## src/hw/rtl/ipid_pkg.sv

```systemverilog
// Package for the incremental PID loop: configuration and command types,
// register indexes, loop modes and fixed-point limits.
// Used by every module of the block; depends on nothing.
package ipid_pkg;

  // Configuration port geometry.
  localparam int unsigned CfgIdxW  = 3;
  localparam int unsigned CfgDataW = 16;

  // Register indexes on the configuration port.
  localparam logic [CfgIdxW-1:0] CFG_PROP_GAIN   = 3'd0;
  localparam logic [CfgIdxW-1:0] CFG_INTEG_GAIN  = 3'd1;
  localparam logic [CfgIdxW-1:0] CFG_DERIV_GAIN  = 3'd2;
  localparam logic [CfgIdxW-1:0] CFG_MAX_CURRENT = 3'd3;
  localparam logic [CfgIdxW-1:0] CFG_MAX_DUTY    = 3'd4;
  localparam logic [CfgIdxW-1:0] CFG_MIN_DUTY    = 3'd5;
  localparam logic [CfgIdxW-1:0] CFG_LOOP_MODE   = 3'd6;

  // Loop modes. The unused code behaves as position mode.
  localparam logic [1:0] MODE_CURRENT  = 2'd0;
  localparam logic [1:0] MODE_SPEED    = 2'd1;
  localparam logic [1:0] MODE_POSITION = 2'd2;

  // Output limit of +-10.0 in Q4.12 and the duty scale factor.
  localparam logic signed [30:0] OutLimit  = 31'sd40960;
  localparam logic signed [19:0] DutyScale = 20'sd420;

  // Configuration register file contents.
  typedef struct packed {
    logic [15:0] prop_gain;
    logic [15:0] integ_gain;
    logic [15:0] deriv_gain;
    logic [14:0] max_current;
    logic [15:0] max_duty;
    logic [15:0] min_duty;
    logic [1:0]  loop_mode;
  } cfg_t;

  // Operand selection of the shared multiplier.
  typedef enum logic [1:0] {
    OP_PROP  = 2'd0,
    OP_INTEG = 2'd1,
    OP_DERIV = 2'd2,
    OP_SCALE = 2'd3
  } mul_op_e;

  // Commands from the controller to the datapath.
  typedef struct packed {
    logic    load_in;
    logic    mul_en;
    mul_op_e mul_op;
    logic    clamp_en;
    logic    finish_en;
  } dp_cmd_t;

endpackage

```

## src/hw/rtl/ipid_cfg_regs.sv

```systemverilog
// Configuration register file of the incremental PID loop.
// Depends on ipid_pkg for the register indexes and the cfg_t struct.
module ipid_cfg_regs
  import ipid_pkg::*;
(
  input  logic                clk_i,
  input  logic                rst_ni,
  input  logic                cfg_we_i,
  input  logic [CfgIdxW-1:0]  cfg_idx_i,
  input  logic [CfgDataW-1:0] cfg_wdata_i,
  output cfg_t                cfg_o
);

  cfg_t cfg_q;

  // Single write port; writes to unused indexes are dropped.
  always_ff @(posedge clk_i or negedge rst_ni) begin
    if (!rst_ni) begin
      cfg_q.prop_gain   <= 16'd4096;
      cfg_q.integ_gain  <= 16'd0;
      cfg_q.deriv_gain  <= 16'd0;
      cfg_q.max_current <= 15'd32767;
      cfg_q.max_duty    <= 16'd4190;
      cfg_q.min_duty    <= 16'd10;
      cfg_q.loop_mode   <= MODE_CURRENT;
    end else if (cfg_we_i) begin
      unique case (cfg_idx_i)
        CFG_PROP_GAIN:   cfg_q.prop_gain   <= cfg_wdata_i;
        CFG_INTEG_GAIN:  cfg_q.integ_gain  <= cfg_wdata_i;
        CFG_DERIV_GAIN:  cfg_q.deriv_gain  <= cfg_wdata_i;
        CFG_MAX_CURRENT: cfg_q.max_current <= cfg_wdata_i[14:0];
        CFG_MAX_DUTY:    cfg_q.max_duty    <= cfg_wdata_i;
        CFG_MIN_DUTY:    cfg_q.min_duty    <= cfg_wdata_i;
        CFG_LOOP_MODE:   cfg_q.loop_mode   <= cfg_wdata_i[1:0];
        default: ;
      endcase
    end
  end

  assign cfg_o = cfg_q;

endmodule

```

## src/hw/rtl/ipid_ctrl.sv

```systemverilog
// Sequencer of the incremental PID loop: steps one item through the shared
// multiplier, the clamp and the output register. Depends on ipid_pkg.
module ipid_ctrl
  import ipid_pkg::*;
(
  input  logic    clk_i,
  input  logic    rst_ni,
  input  logic    in_valid_i,
  output logic    in_ready_o,
  output logic    out_valid_o,
  input  logic    out_ready_i,
  output dp_cmd_t cmd_o
);

  localparam logic [2:0] ST_IDLE   = 3'd0;
  localparam logic [2:0] ST_MUL_P  = 3'd1;
  localparam logic [2:0] ST_MUL_I  = 3'd2;
  localparam logic [2:0] ST_MUL_D  = 3'd3;
  localparam logic [2:0] ST_CLAMP  = 3'd4;
  localparam logic [2:0] ST_SCALE  = 3'd5;
  localparam logic [2:0] ST_FINISH = 3'd6;

  logic [2:0] state_q, state_d;
  logic       out_valid_q, out_valid_d;
  logic       out_free;

  // The output register can be loaded when it is empty or being emptied.
  assign out_free   = !out_valid_q || out_ready_i;
  assign in_ready_o = (state_q == ST_IDLE);

  // Next state and datapath commands.
  always_comb begin
    state_d          = state_q;
    cmd_o.load_in    = 1'b0;
    cmd_o.mul_en     = 1'b0;
    cmd_o.mul_op     = OP_PROP;
    cmd_o.clamp_en   = 1'b0;
    cmd_o.finish_en  = 1'b0;
    unique case (state_q)
      ST_IDLE: begin
        if (in_valid_i) begin
          cmd_o.load_in = 1'b1;
          state_d       = ST_MUL_P;
        end
      end
      ST_MUL_P: begin
        cmd_o.mul_en = 1'b1;
        cmd_o.mul_op = OP_PROP;
        state_d      = ST_MUL_I;
      end
      ST_MUL_I: begin
        cmd_o.mul_en = 1'b1;
        cmd_o.mul_op = OP_INTEG;
        state_d      = ST_MUL_D;
      end
      ST_MUL_D: begin
        cmd_o.mul_en = 1'b1;
        cmd_o.mul_op = OP_DERIV;
        state_d      = ST_CLAMP;
      end
      ST_CLAMP: begin
        cmd_o.clamp_en = 1'b1;
        state_d        = ST_SCALE;
      end
      ST_SCALE: begin
        cmd_o.mul_en = 1'b1;
        cmd_o.mul_op = OP_SCALE;
        state_d      = ST_FINISH;
      end
      ST_FINISH: begin
        if (out_free) begin
          cmd_o.finish_en = 1'b1;
          state_d         = ST_IDLE;
        end
      end
      default: state_d = ST_IDLE;
    endcase
  end

  // Output valid: set when a result is loaded, cleared when it is taken.
  always_comb begin
    out_valid_d = out_valid_q;
    if (out_valid_q && out_ready_i) begin
      out_valid_d = 1'b0;
    end
    if (cmd_o.finish_en) begin
      out_valid_d = 1'b1;
    end
  end

  always_ff @(posedge clk_i or negedge rst_ni) begin
    if (!rst_ni) begin
      state_q     <= ST_IDLE;
      out_valid_q <= 1'b0;
    end else begin
      state_q     <= state_d;
      out_valid_q <= out_valid_d;
    end
  end

  assign out_valid_o = out_valid_q;

endmodule

```

## src/hw/rtl/ipid_datapath.sv

```systemverilog
// Datapath of the incremental PID loop: error terms, one shared multiplier,
// accumulator, output clamp, duty scaling and the output register.
// Depends on ipid_pkg for cfg_t, dp_cmd_t, modes and limits.
module ipid_datapath
  import ipid_pkg::*;
(
  input  logic                clk_i,
  input  logic                rst_ni,
  input  cfg_t                cfg_i,
  input  dp_cmd_t             cmd_i,
  input  logic signed [15:0]  setpoint_i,
  input  logic signed [15:0]  measured_i,
  output logic signed [16:0]  control_out_o,
  output logic [15:0]         duty_count_o,
  output logic                direction_o
);

  // Loop state.
  logic signed [17:0] e0_q, e1_q, e2_q;
  logic signed [16:0] prev_q;
  logic               dir_q;

  // Working registers.
  logic signed [37:0] acc_q;
  logic signed [16:0] result_q;
  logic signed [26:0] pw_q;

  // Output register.
  logic signed [16:0] ctl_out_q;
  logic [15:0]        duty_q;
  logic               dir_out_q;

  logic signed [16:0] fb;
  logic signed [17:0] e0_d;
  logic signed [18:0] diff1;
  logic signed [19:0] diff2;
  logic signed [16:0] mul_a;
  logic signed [19:0] mul_b;
  logic signed [36:0] prod;
  logic signed [29:0] inc;
  logic signed [30:0] sum;
  logic signed [16:0] result_d;
  logic signed [29:0] pw_ext;
  logic signed [29:0] max_lim;
  logic signed [29:0] min_lim;
  logic [15:0]        duty_d;
  logic               dir_d;

  // Feedback conditioning by loop mode, then the new error.
  always_comb begin
    fb = {measured_i[15], measured_i};
    if (cfg_i.loop_mode == MODE_CURRENT) begin
      if (measured_i > $signed({1'b0, cfg_i.max_current})) begin
        fb = $signed({2'b00, cfg_i.max_current});
      end
    end else if (cfg_i.loop_mode == MODE_SPEED) begin
      fb = {measured_i, 1'b0};
    end
  end

  assign e0_d = {{2{setpoint_i[15]}}, setpoint_i} - {fb[16], fb};

  // First and second differences of the error.
  assign diff1 = {e0_q[17], e0_q} - {e1_q[17], e1_q};
  assign diff2 = {{2{e0_q[17]}}, e0_q} - {e1_q[17], e1_q, 1'b0}
               + {{2{e2_q[17]}}, e2_q};

  // Operand selection for the shared multiplier.
  always_comb begin
    case (cmd_i.mul_op)
      OP_PROP: begin
        mul_a = $signed({1'b0, cfg_i.prop_gain});
        mul_b = {diff1[18], diff1};
      end
      OP_INTEG: begin
        mul_a = $signed({1'b0, cfg_i.integ_gain});
        mul_b = {{2{e0_q[17]}}, e0_q};
      end
      OP_DERIV: begin
        mul_a = $signed({1'b0, cfg_i.deriv_gain});
        mul_b = diff2;
      end
      default: begin
        mul_a = result_q;
        mul_b = DutyScale;
      end
    endcase
  end

  assign prod = mul_a * mul_b;

  // Increment is the Q.20 sum floored to Q4.12; then add and clamp.
  assign inc = acc_q[37:8];
  assign sum = {{14{prev_q[16]}}, prev_q} + {inc[29], inc};

  always_comb begin
    if (sum > OutLimit) begin
      result_d = OutLimit[16:0];
    end else if (sum < -OutLimit) begin
      result_d = 17'(-OutLimit);
    end else begin
      result_d = sum[16:0];
    end
  end

  // Duty count in current mode: upper limit first, then lower, else the floored count; zero in other modes.
  assign pw_ext  = {{3{pw_q[26]}}, pw_q};
  assign max_lim = $signed({2'b00, cfg_i.max_duty, 12'h000});
  assign min_lim = $signed({2'b00, cfg_i.min_duty, 12'h000});

  always_comb begin
    duty_d = 16'd0;
    if (cfg_i.loop_mode == MODE_CURRENT) begin
      if (pw_ext > max_lim) begin
        duty_d = cfg_i.max_duty;
      end else if (pw_ext < min_lim) begin
        duty_d = cfg_i.min_duty;
      end else begin
        duty_d = {1'b0, pw_q[26:12]};
      end
    end
  end

  // Direction follows the sign and holds on zero.
  always_comb begin
    dir_d = dir_q;
    if (result_q > 17'sd0) begin
      dir_d = 1'b1;
    end else if (result_q < 17'sd0) begin
      dir_d = 1'b0;
    end
  end

  // Loop state registers.
  always_ff @(posedge clk_i or negedge rst_ni) begin
    if (!rst_ni) begin
      e1_q   <= '0;
      e2_q   <= '0;
      prev_q <= '0;
      dir_q  <= 1'b0;
    end else if (cmd_i.finish_en) begin
      e2_q   <= e1_q;
      e1_q   <= e0_q;
      prev_q <= result_q;
      dir_q  <= dir_d;
    end
  end

  // Working and output registers.
  always_ff @(posedge clk_i) begin
    if (cmd_i.load_in) begin
      e0_q <= e0_d;
    end
    if (cmd_i.mul_en) begin
      case (cmd_i.mul_op)
        OP_PROP:  acc_q <= {prod[36], prod};
        OP_INTEG: acc_q <= acc_q + {prod[36], prod};
        OP_DERIV: acc_q <= acc_q + {prod[36], prod};
        default:  pw_q  <= prod[26:0];
      endcase
    end
    if (cmd_i.clamp_en) begin
      result_q <= result_d;
    end
    if (cmd_i.finish_en) begin
      ctl_out_q <= result_q;
      duty_q    <= duty_d;
      dir_out_q <= dir_d;
    end
  end

  assign control_out_o = ctl_out_q;
  assign duty_count_o  = duty_q;
  assign direction_o   = dir_out_q;

endmodule

```

## src/hw/rtl/incremental_pid_loop.sv

```systemverilog
// Incremental PID loop controller, top level: configuration registers,
// sequencer and datapath. Depends on ipid_pkg, ipid_cfg_regs, ipid_ctrl
// and ipid_datapath.
//
// Usage: each input item is one loop sample (setpoint_i, measured_i, both
// signed Q8.8) handed over on the in_valid_i / in_ready_o channel. Each
// sample yields exactly one result item on out_valid_o / out_ready_i:
// control_out_o (signed Q4.12, clamped to +-10.0), duty_count_o (current
// mode only, else zero) and direction_o.
// Each sample passes three times through the single shared multiplier
// (P, I, D terms), then through the clamp, once more through the
// multiplier for the duty scaling and then into the output register.
// in_ready_o is high only while the sequencer is idle; a new sample may be
// taken while the previous result still waits in the output register.
// If the receiver stalls, the finished result holds the sequencer in its
// last step until the output register frees up; nothing is dropped.
// Reset clears the error history, previous output and direction to zero
// and loads the register defaults. Registers are written through cfg_we_i,
// cfg_idx_i and cfg_wdata_i; the user must write them only while no sample
// is in flight, as the block itself does not enforce this.
module incremental_pid_loop
  import ipid_pkg::*;
(
  input  logic                clk_i,
  input  logic                rst_ni,
  input  logic                cfg_we_i,
  input  logic [CfgIdxW-1:0]  cfg_idx_i,
  input  logic [CfgDataW-1:0] cfg_wdata_i,
  input  logic                in_valid_i,
  output logic                in_ready_o,
  input  logic signed [15:0]  setpoint_i,
  input  logic signed [15:0]  measured_i,
  output logic                out_valid_o,
  input  logic                out_ready_i,
  output logic signed [16:0]  control_out_o,
  output logic [15:0]         duty_count_o,
  output logic                direction_o
);

  cfg_t    cfg;
  dp_cmd_t cmd;

  // Configuration registers.
  ipid_cfg_regs u_cfg_regs (
    .clk_i       (clk_i),
    .rst_ni      (rst_ni),
    .cfg_we_i    (cfg_we_i),
    .cfg_idx_i   (cfg_idx_i),
    .cfg_wdata_i (cfg_wdata_i),
    .cfg_o       (cfg)
  );

  // Sequencer.
  ipid_ctrl u_ctrl (
    .clk_i       (clk_i),
    .rst_ni      (rst_ni),
    .in_valid_i  (in_valid_i),
    .in_ready_o  (in_ready_o),
    .out_valid_o (out_valid_o),
    .out_ready_i (out_ready_i),
    .cmd_o       (cmd)
  );

  // Arithmetic and loop state.
  ipid_datapath u_datapath (
    .clk_i         (clk_i),
    .rst_ni        (rst_ni),
    .cfg_i         (cfg),
    .cmd_i         (cmd),
    .setpoint_i    (setpoint_i),
    .measured_i    (measured_i),
    .control_out_o (control_out_o),
    .duty_count_o  (duty_count_o),
    .direction_o   (direction_o)
  );

endmodule
```

## config.mk

```make
export PLATFORM = sky130hd
export DESIGN_NAME = incremental_pid_loop
export DESIGN_NICKNAME = d
export VERILOG_FILES = /design/src/hw/rtl/ipid_pkg.sv /design/src/hw/rtl/ipid_cfg_regs.sv /design/src/hw/rtl/ipid_ctrl.sv /design/src/hw/rtl/ipid_datapath.sv /design/src/hw/rtl/incremental_pid_loop.sv
export SDC_FILE = /design/constraint.sdc
export NUM_CORES = 2
export LEC_CHECK = 0
export BUFFER_PORTS_ARGS = -buffer_cell sky130_fd_sc_hd__buf_2
export CAP_MARGIN = 30
export CORE_MARGIN = 1
export CORE_UTILIZATION = 35
export DETAILED_ROUTE_END_ITERATION = 7
export PLACE_DENSITY = 0.56
export SKIP_CTS_REPAIR_TIMING = 1
export SLEW_MARGIN = 40
export SYNTH_ARGS = -nofsm -noshare
export SYNTH_HDL_FRONTEND = slang
export SYNTH_SLANG_ARGS = --single-unit
```

## constraint.sdc

```tcl
create_clock -name clk_i -period 28 [get_ports clk_i]
set_clock_uncertainty 0.2 [all_clocks]
set_input_delay 5.6 -clock clk_i [delete_from_list [all_inputs] [get_ports clk_i]]
set_output_delay 5.6 -clock clk_i [all_outputs]
set_load 0.02 [all_outputs]
```

# ---- After elaboration in Yosys (flattened, before gate mapping)
# Index checks and enable logic that the tools add are counted.
dict set report totals {
  register_bits 289
  word_cells 97
  output_inout_bits 36
}
dict set report op_classes {
  muxes 22
  order_cmp 7
  n_addsub 6
  n_eq_ne 17
  n_bitwise 1
  n_mul 1
  reduce_logical 22
}
# cell count
set ops {}
lappend ops {{38-bit one-hot mux with 2 select lines} 1}
lappend ops {{20-bit one-hot mux with 3 select lines} 1}
lappend ops {{17-bit 2-to-1 mux} 3}
lappend ops {{17-bit one-hot mux with 3 select lines} 1}
lappend ops {{16-bit 2-to-1 mux} 3}
lappend ops {{38-bit adder} 1}
lappend ops {{17-bit by 20-bit multiplier with 37-bit output} 1}
lappend ops {{17-bit by 30-bit adder with 31-bit output} 1}
lappend ops {{31-bit by 17-bit > comparator with 1-bit output, second input constant} 1}
lappend ops {{31-bit by 17-bit < comparator with 1-bit output, second input constant} 1}
lappend ops {{27-bit by 29-bit > comparator with 1-bit output} 1}
lappend ops {{27-bit by 29-bit < comparator with 1-bit output} 1}
lappend ops {{3-bit one-hot mux with 7 select lines} 1}
lappend ops {{20-bit adder} 1}
lappend ops {{2-bit AND reduction} 10}
lappend ops {{18-bit by 19-bit subtractor with 20-bit output} 1}
lappend ops {{18-bit by 18-bit subtractor with 19-bit output} 1}
lappend ops {{3-bit == test, second input constant} 6}
lappend ops {{16-bit by 17-bit subtractor with 18-bit output} 1}
lappend ops {{17-bit by 1-bit > comparator with 1-bit output, second input constant} 1}
lappend ops {{17-bit by 1-bit < comparator with 1-bit output, second input constant} 1}
lappend ops {{16-bit > comparator} 1}
lappend ops {{3-bit by 2-bit == test with 1-bit output, second input constant} 4}
lappend ops {{3-bit one-hot mux with 4 select lines} 1}
lappend ops {{16 further kinds} 31}

# ---- Depth between registers and ports, before layout
dict set report depth {
  ltp_word 7
  ltp_mapped 49
}

# ---- By module
# A second synthesis with hierarchy kept.
dict set report unflattened {
  cells_unflattened 3383
  hier_area_um2 32287.2
}
# module cells_per_inst instances area_each_um2
set modules_own_cells {}
lappend modules_own_cells {ipid_datapath 3144 1 28257.1}
lappend modules_own_cells {ipid_cfg_regs 211 1 3757.4}
lappend modules_own_cells {ipid_ctrl 28 1 272.8}

# ---- Worst setup path after synthesis
# Ideal clock, no wire load.
dict set report synth_timing {
  kind {flip-flop to flip-flop}
  from {register u_datapath.e0_q[2]}
  to {register u_datapath.acc_q[37] (data pin)}
  path_buffers 1
  arrival_ns 10.678
  path_stages_with_launch 49
  slack_ns 16.858
  cell_sequence {edfxtp_1 inv_1 fa_1 inv_1 ha_1 nor2b_1 o21ai_0 a21boi_0 o21ai_0 a21oi_1 a21o_1 a211o_1 a32o_1 a21oi_1 or2_2 clkbuf_1 nor2_1 fa_1 [... 13 more ...] a21oi_1 nor2_1 or3_1 and2_1 o21ai_0 nand2b_1 xor2_1 ha_1 a211o_1 a211oi_1 o41a_1 o21ai_0 o311a_1 a31oi_1 o22ai_1 o41ai_1 mux2i_1 xnor2_1}
}
dict set report synth_via {
  elab_chain_len 6
}
# element line_no
set synth_lines {}
lappend synth_lines {{from (decl)} ipid_datapath.sv:19} ;# logic signed [17:0] e0_q, e1_q, e2_q;
lappend synth_lines {{from (signal assigned)} ipid_datapath.sv:152} ;# e0_q <= e0_d;
lappend synth_lines {{18-bit by 19-bit subtractor with 20-bit output} ipid_datapath.sv:65} ;# assign diff2 = {{2{e0_q[17]}}, e0_q} - {e1_q[17], e1_q, 1'b0}
lappend synth_lines {{20-bit adder} ipid_datapath.sv:66} ;# + {{2{e2_q[17]}}, e2_q};
lappend synth_lines {{20-bit one-hot mux with 3 select lines *} ipid_datapath.sv:70} ;# case (cmd_i.mul_op)
lappend synth_lines {{17-bit by 20-bit multiplier with 37-bit output *} ipid_datapath.sv:90} ;# assign prod = mul_a * mul_b;
lappend synth_lines {{net u_datapath.prod[17]} ipid_datapath.sv:39} ;# logic signed [36:0] prod;
lappend synth_lines {{38-bit adder *} {ipid_datapath.sv:157, ipid_datapath.sv:158}}
lappend synth_lines {{38-bit one-hot mux with 2 select lines *} ipid_datapath.sv:155} ;# case (cmd_i.mul_op)
lappend synth_lines {{to (signal assigned)} ipid_datapath.sv:156} ;# OP_PROP: acc_q <= {prod[36], prod};
lappend synth_lines {{to (signal assigned)} ipid_datapath.sv:157} ;# OP_INTEG: acc_q <= acc_q + {prod[36], prod};
lappend synth_lines {{to (signal assigned)} ipid_datapath.sv:158} ;# OP_DERIV: acc_q <= acc_q + {prod[36], prod};
lappend synth_lines {{to (decl)} ipid_datapath.sv:24} ;# logic signed [37:0] acc_q;
# Mark *: on every way through the listed nets, which the timed path passes. The rest lies on a longest branch.
# A chain may end at the register's enable or synchronous reset.

# ---- Worst setup path after layout
# Ends and elaborated chain as after synthesis.

==> flow_metrics.py <==
metrics = {
    "synthesis": {
        "ys_seq_area_share_pct": 24.7,
        "netlist_area_sq_um": 32100,
        "synth_warnings": 0,
        "ys_top_cells_by_area": "fa_1 (22%), edfxtp_1 (13%), dfrtp_1 (10%)",
        "syn-instance-count": 3398,
        "synth_top_area_share_pct": 22.4,
        "synthArstFlopShare_pct": 53.6,
        "synth_edf_count": 134,
        "synth-seq-cells": 289,
        "synth.largest_area_cell": "fa_1",
        "yosys.cell_types.count": 90,
        "synthFlopType": "edfxtp_1",
        "syn_avg_cell_area_sq_um": 9.44,
    },
    "critical_path": {
        "ff2ff_setup_slack_ns": 15.72,
        "endpoint_kind": "flop",
        "cp_slowest_cell": "fa_1",
        "critPathLaunchType": "flop",
        "cp.arrival_ns": 12.37,
        "critPathCapture": "u_datapath.acc_q[37]",
        "crit_type": "reg2reg",
        "slowest_delay_ns": 0.55,
        "r2r-end": "u_datapath.acc_q[37]",
        "critical_path.startpoint": "u_datapath.e0_q[2]",
        "reg2reg_from": "u_datapath.e0_q[2]",
        "r2r_cells": 47,
        "crit_fanout": 7,
        "required_ns": 28.09,
        "cp_common_cell": "inv_1",
    },
    "layout": {
        "multi_input_area_sq_um": 21700,
        "fin_nets": 4136,
        "fill_cells": 8962,
        "mostFrequentLayoutCells": "inv_1 (571), fa_1 (359), nor2_1 (322)",
        "diodes": 0,
        "area_delta_synth_final_pct": 9.57,
        "final_area_sq_um": 35200,
        "layout-drive-gt1-share_pct": 11.2,
        "final_common_cell": "inv_1",
        "seq_area_sq_um": 7930,
    },
    "global_route": {
        "grt_max_degree": 96,
        "first_global_vias": 24300,
        "antenna_found_initial": 5,
        "grt_pass1_wl_microns": 140000,
        "gr-usage-all-layers_pct": 19.2,
        "grt.overflow.total": 0,
    },
    "place": {
        "io_buffer_count": 91,
        "dp_worst_setup_slack_ns": 15.80,
        "place_hpwl_microns": 69800,
        "gp_congestion": 0.914,
        "place_area_sq_um": 34000,
    },
    "floorplan": {
        "boundaryPins": 92,
        "coreArea_sq_um": 90400,
        "initial_core_util_pct": 35.5,
        "row_count": 110,
        "die_area_sq_um": 92900,
        "die_x_microns": 305,
        "die_h_microns": 305,
    },
    "route": {
        "drtIter0Drc": 1608,
        "drt-total-wl_microns": 87000,
        "vias_per_cell": 5.10,
        "vias": 23800,
        "drcViolationCount": 0,
        "avgRoutedWirePerCell_microns": 18.7,
        "ant_nets": 0,
        "drt-pass1-iter-count": 5,
    },
    "sta": {
        "maxSlewHeadroom_pct": 46.7,
        "tightest_slew_ns": 0.779,
        "finalHoldViolations": 0,
        "max_freq_mhz": 81.5,
        "hold_ws_ns": 0.308,
        "timing.final.crit_share_pct": 43.8,
        "finalMaxSlewViolations": 0,
        "fin_setup_tns_ns": 0,
        "rsz0062_at_grt": "no",
        "setup_ws_ns": 15.72,
        "period_minus_slack_ns": 12.28,
        "setup_violations": 0,
    },
    "cts": {
        "clk_path_buf_depth": 3,
        "numCtsBuffers": 35,
        "htree_levels": 2,
        "root_buffer": "clkbuf_16",
        "clk_latency_ns": 0.55,
        "cts_tree": "yes",
        "path_clk_slew_ns": 0.06,
        "cts_sinks": 289,
    },
    "job": {
        "maxCapViolations": 0,
    },
    "hold_path": {
        "hold_depth": 1,
        "min_path_type": "reg2reg",
    },
    "run_status": {
        "status": "completed",
    },
}
sequential cells by signal (all words and copies together), names as in the netlist, 17 cells and up:
| register | count |
|---|---|
| u_datapath.e2_q | 18 |
| u_datapath.result_q | 17 |
| u_datapath.acc_q | 38 |
| u_datapath.prev_q | 17 |
| u_cfg_regs.cfg_o | 97 |
| u_datapath.control_out_o | 17 |
| u_datapath.e0_q | 18 |
| u_datapath.e1_q | 18 |
| u_datapath.pw_q | 27 |
worst max-delay path: cells and delay by family (launching register included):
kind	cells	cell delay (ns)
simple gates	7	1.27
mux	1	0.26
fa+ha+maj	10	4.64
compound gates	19	4.47
flops	1	0.39
xor+xnor	2	0.35
buf+inv	8	0.43
metal layers:
metal / GRT usage [%] / up-vias / wire length (microns)
met5: 0 / - / 0
met3: 3.57 / 78 / 5420
met1: 28.1 / 11700 / 41500
li1: - / 11500 / -
met2: 29.5 / 545 / 38400
met4: 4.10 / 0 / 1690
kinds of logic (layout without fill, tap and decap cells):
kind of cell	Yosys count	in the layout	synth area share, %
muxes	132	132	4.56
other	2	4	0.0234
DFF	289	289	24.7
AOI/OAI and AO/OA	635	635	13.2
buffers and inverters	682	767	8.06
and+or+nand+nor	901	901	13.1
xor gates and xnor gates	136	136	3.71
adders and majority gates	621	621	32.6
cell usage after synthesis (20+ instances only):
cell type,n
xor2_1,34
nand3_1,43
nand2b_1,65
a221oi_1,20
fa_1,359
mux2i_1,20
nor2_1,323
o21bai_1,21
a21oi_1,125
dfstp_2,24
clkbuf_1,93
o21a_1,31
or2_2,32
nor2b_1,31
edfxtp_1,134
inv_1,572
nand2_1,254
xnor2_1,102
mux2_2,112
ha_1,262
a211oi_1,37
a21o_1,59
dfrtp_1,131
nor3_1,40
o21ai_0,165
a22oi_1,26
stage by stage:
stage                     util (%)  cells
final                         38.9   4661
after detailed placement      37.5   4597
after CTS                     38.9   4660
after global routing          38.9   4661
after global placement        37.5   4595
after floorplan                  -   3400
cell type report:
| cell class | count | area share (%) |
|---|---|---|
| multi-input combinational | 2429 | 61.6 |
| timing repair buffer | 131 | 2.19 |
| tap | 1176 | 4.19 |
| clock buffer | 45 | 2.68 |
| inverter | 573 | 6.12 |
| sequential | 289 | 22.6 |
| clock inverter | 18 | 0.673 |
how the worst min path moves through the flow:
stage	startpoint	to
after floorplan	u_datapath.result_q[10]	u_datapath.control_out_o[10]
after global placement	u_cfg_regs.cfg_o[65]	u_cfg_regs.cfg_o[65]
after detailed placement	u_cfg_regs.cfg_o[77]	u_cfg_regs.cfg_o[77]
after CTS	u_cfg_regs.cfg_o[77]	u_cfg_regs.cfg_o[77]
after global routing	u_datapath.prev_q[8]	u_datapath.prev_q[8]
final	u_cfg_regs.cfg_o[59]	u_cfg_regs.cfg_o[59]
Power is not shown: default switching activity piles up to over one toggle a cycle in this logic, so the estimate is an artifact.
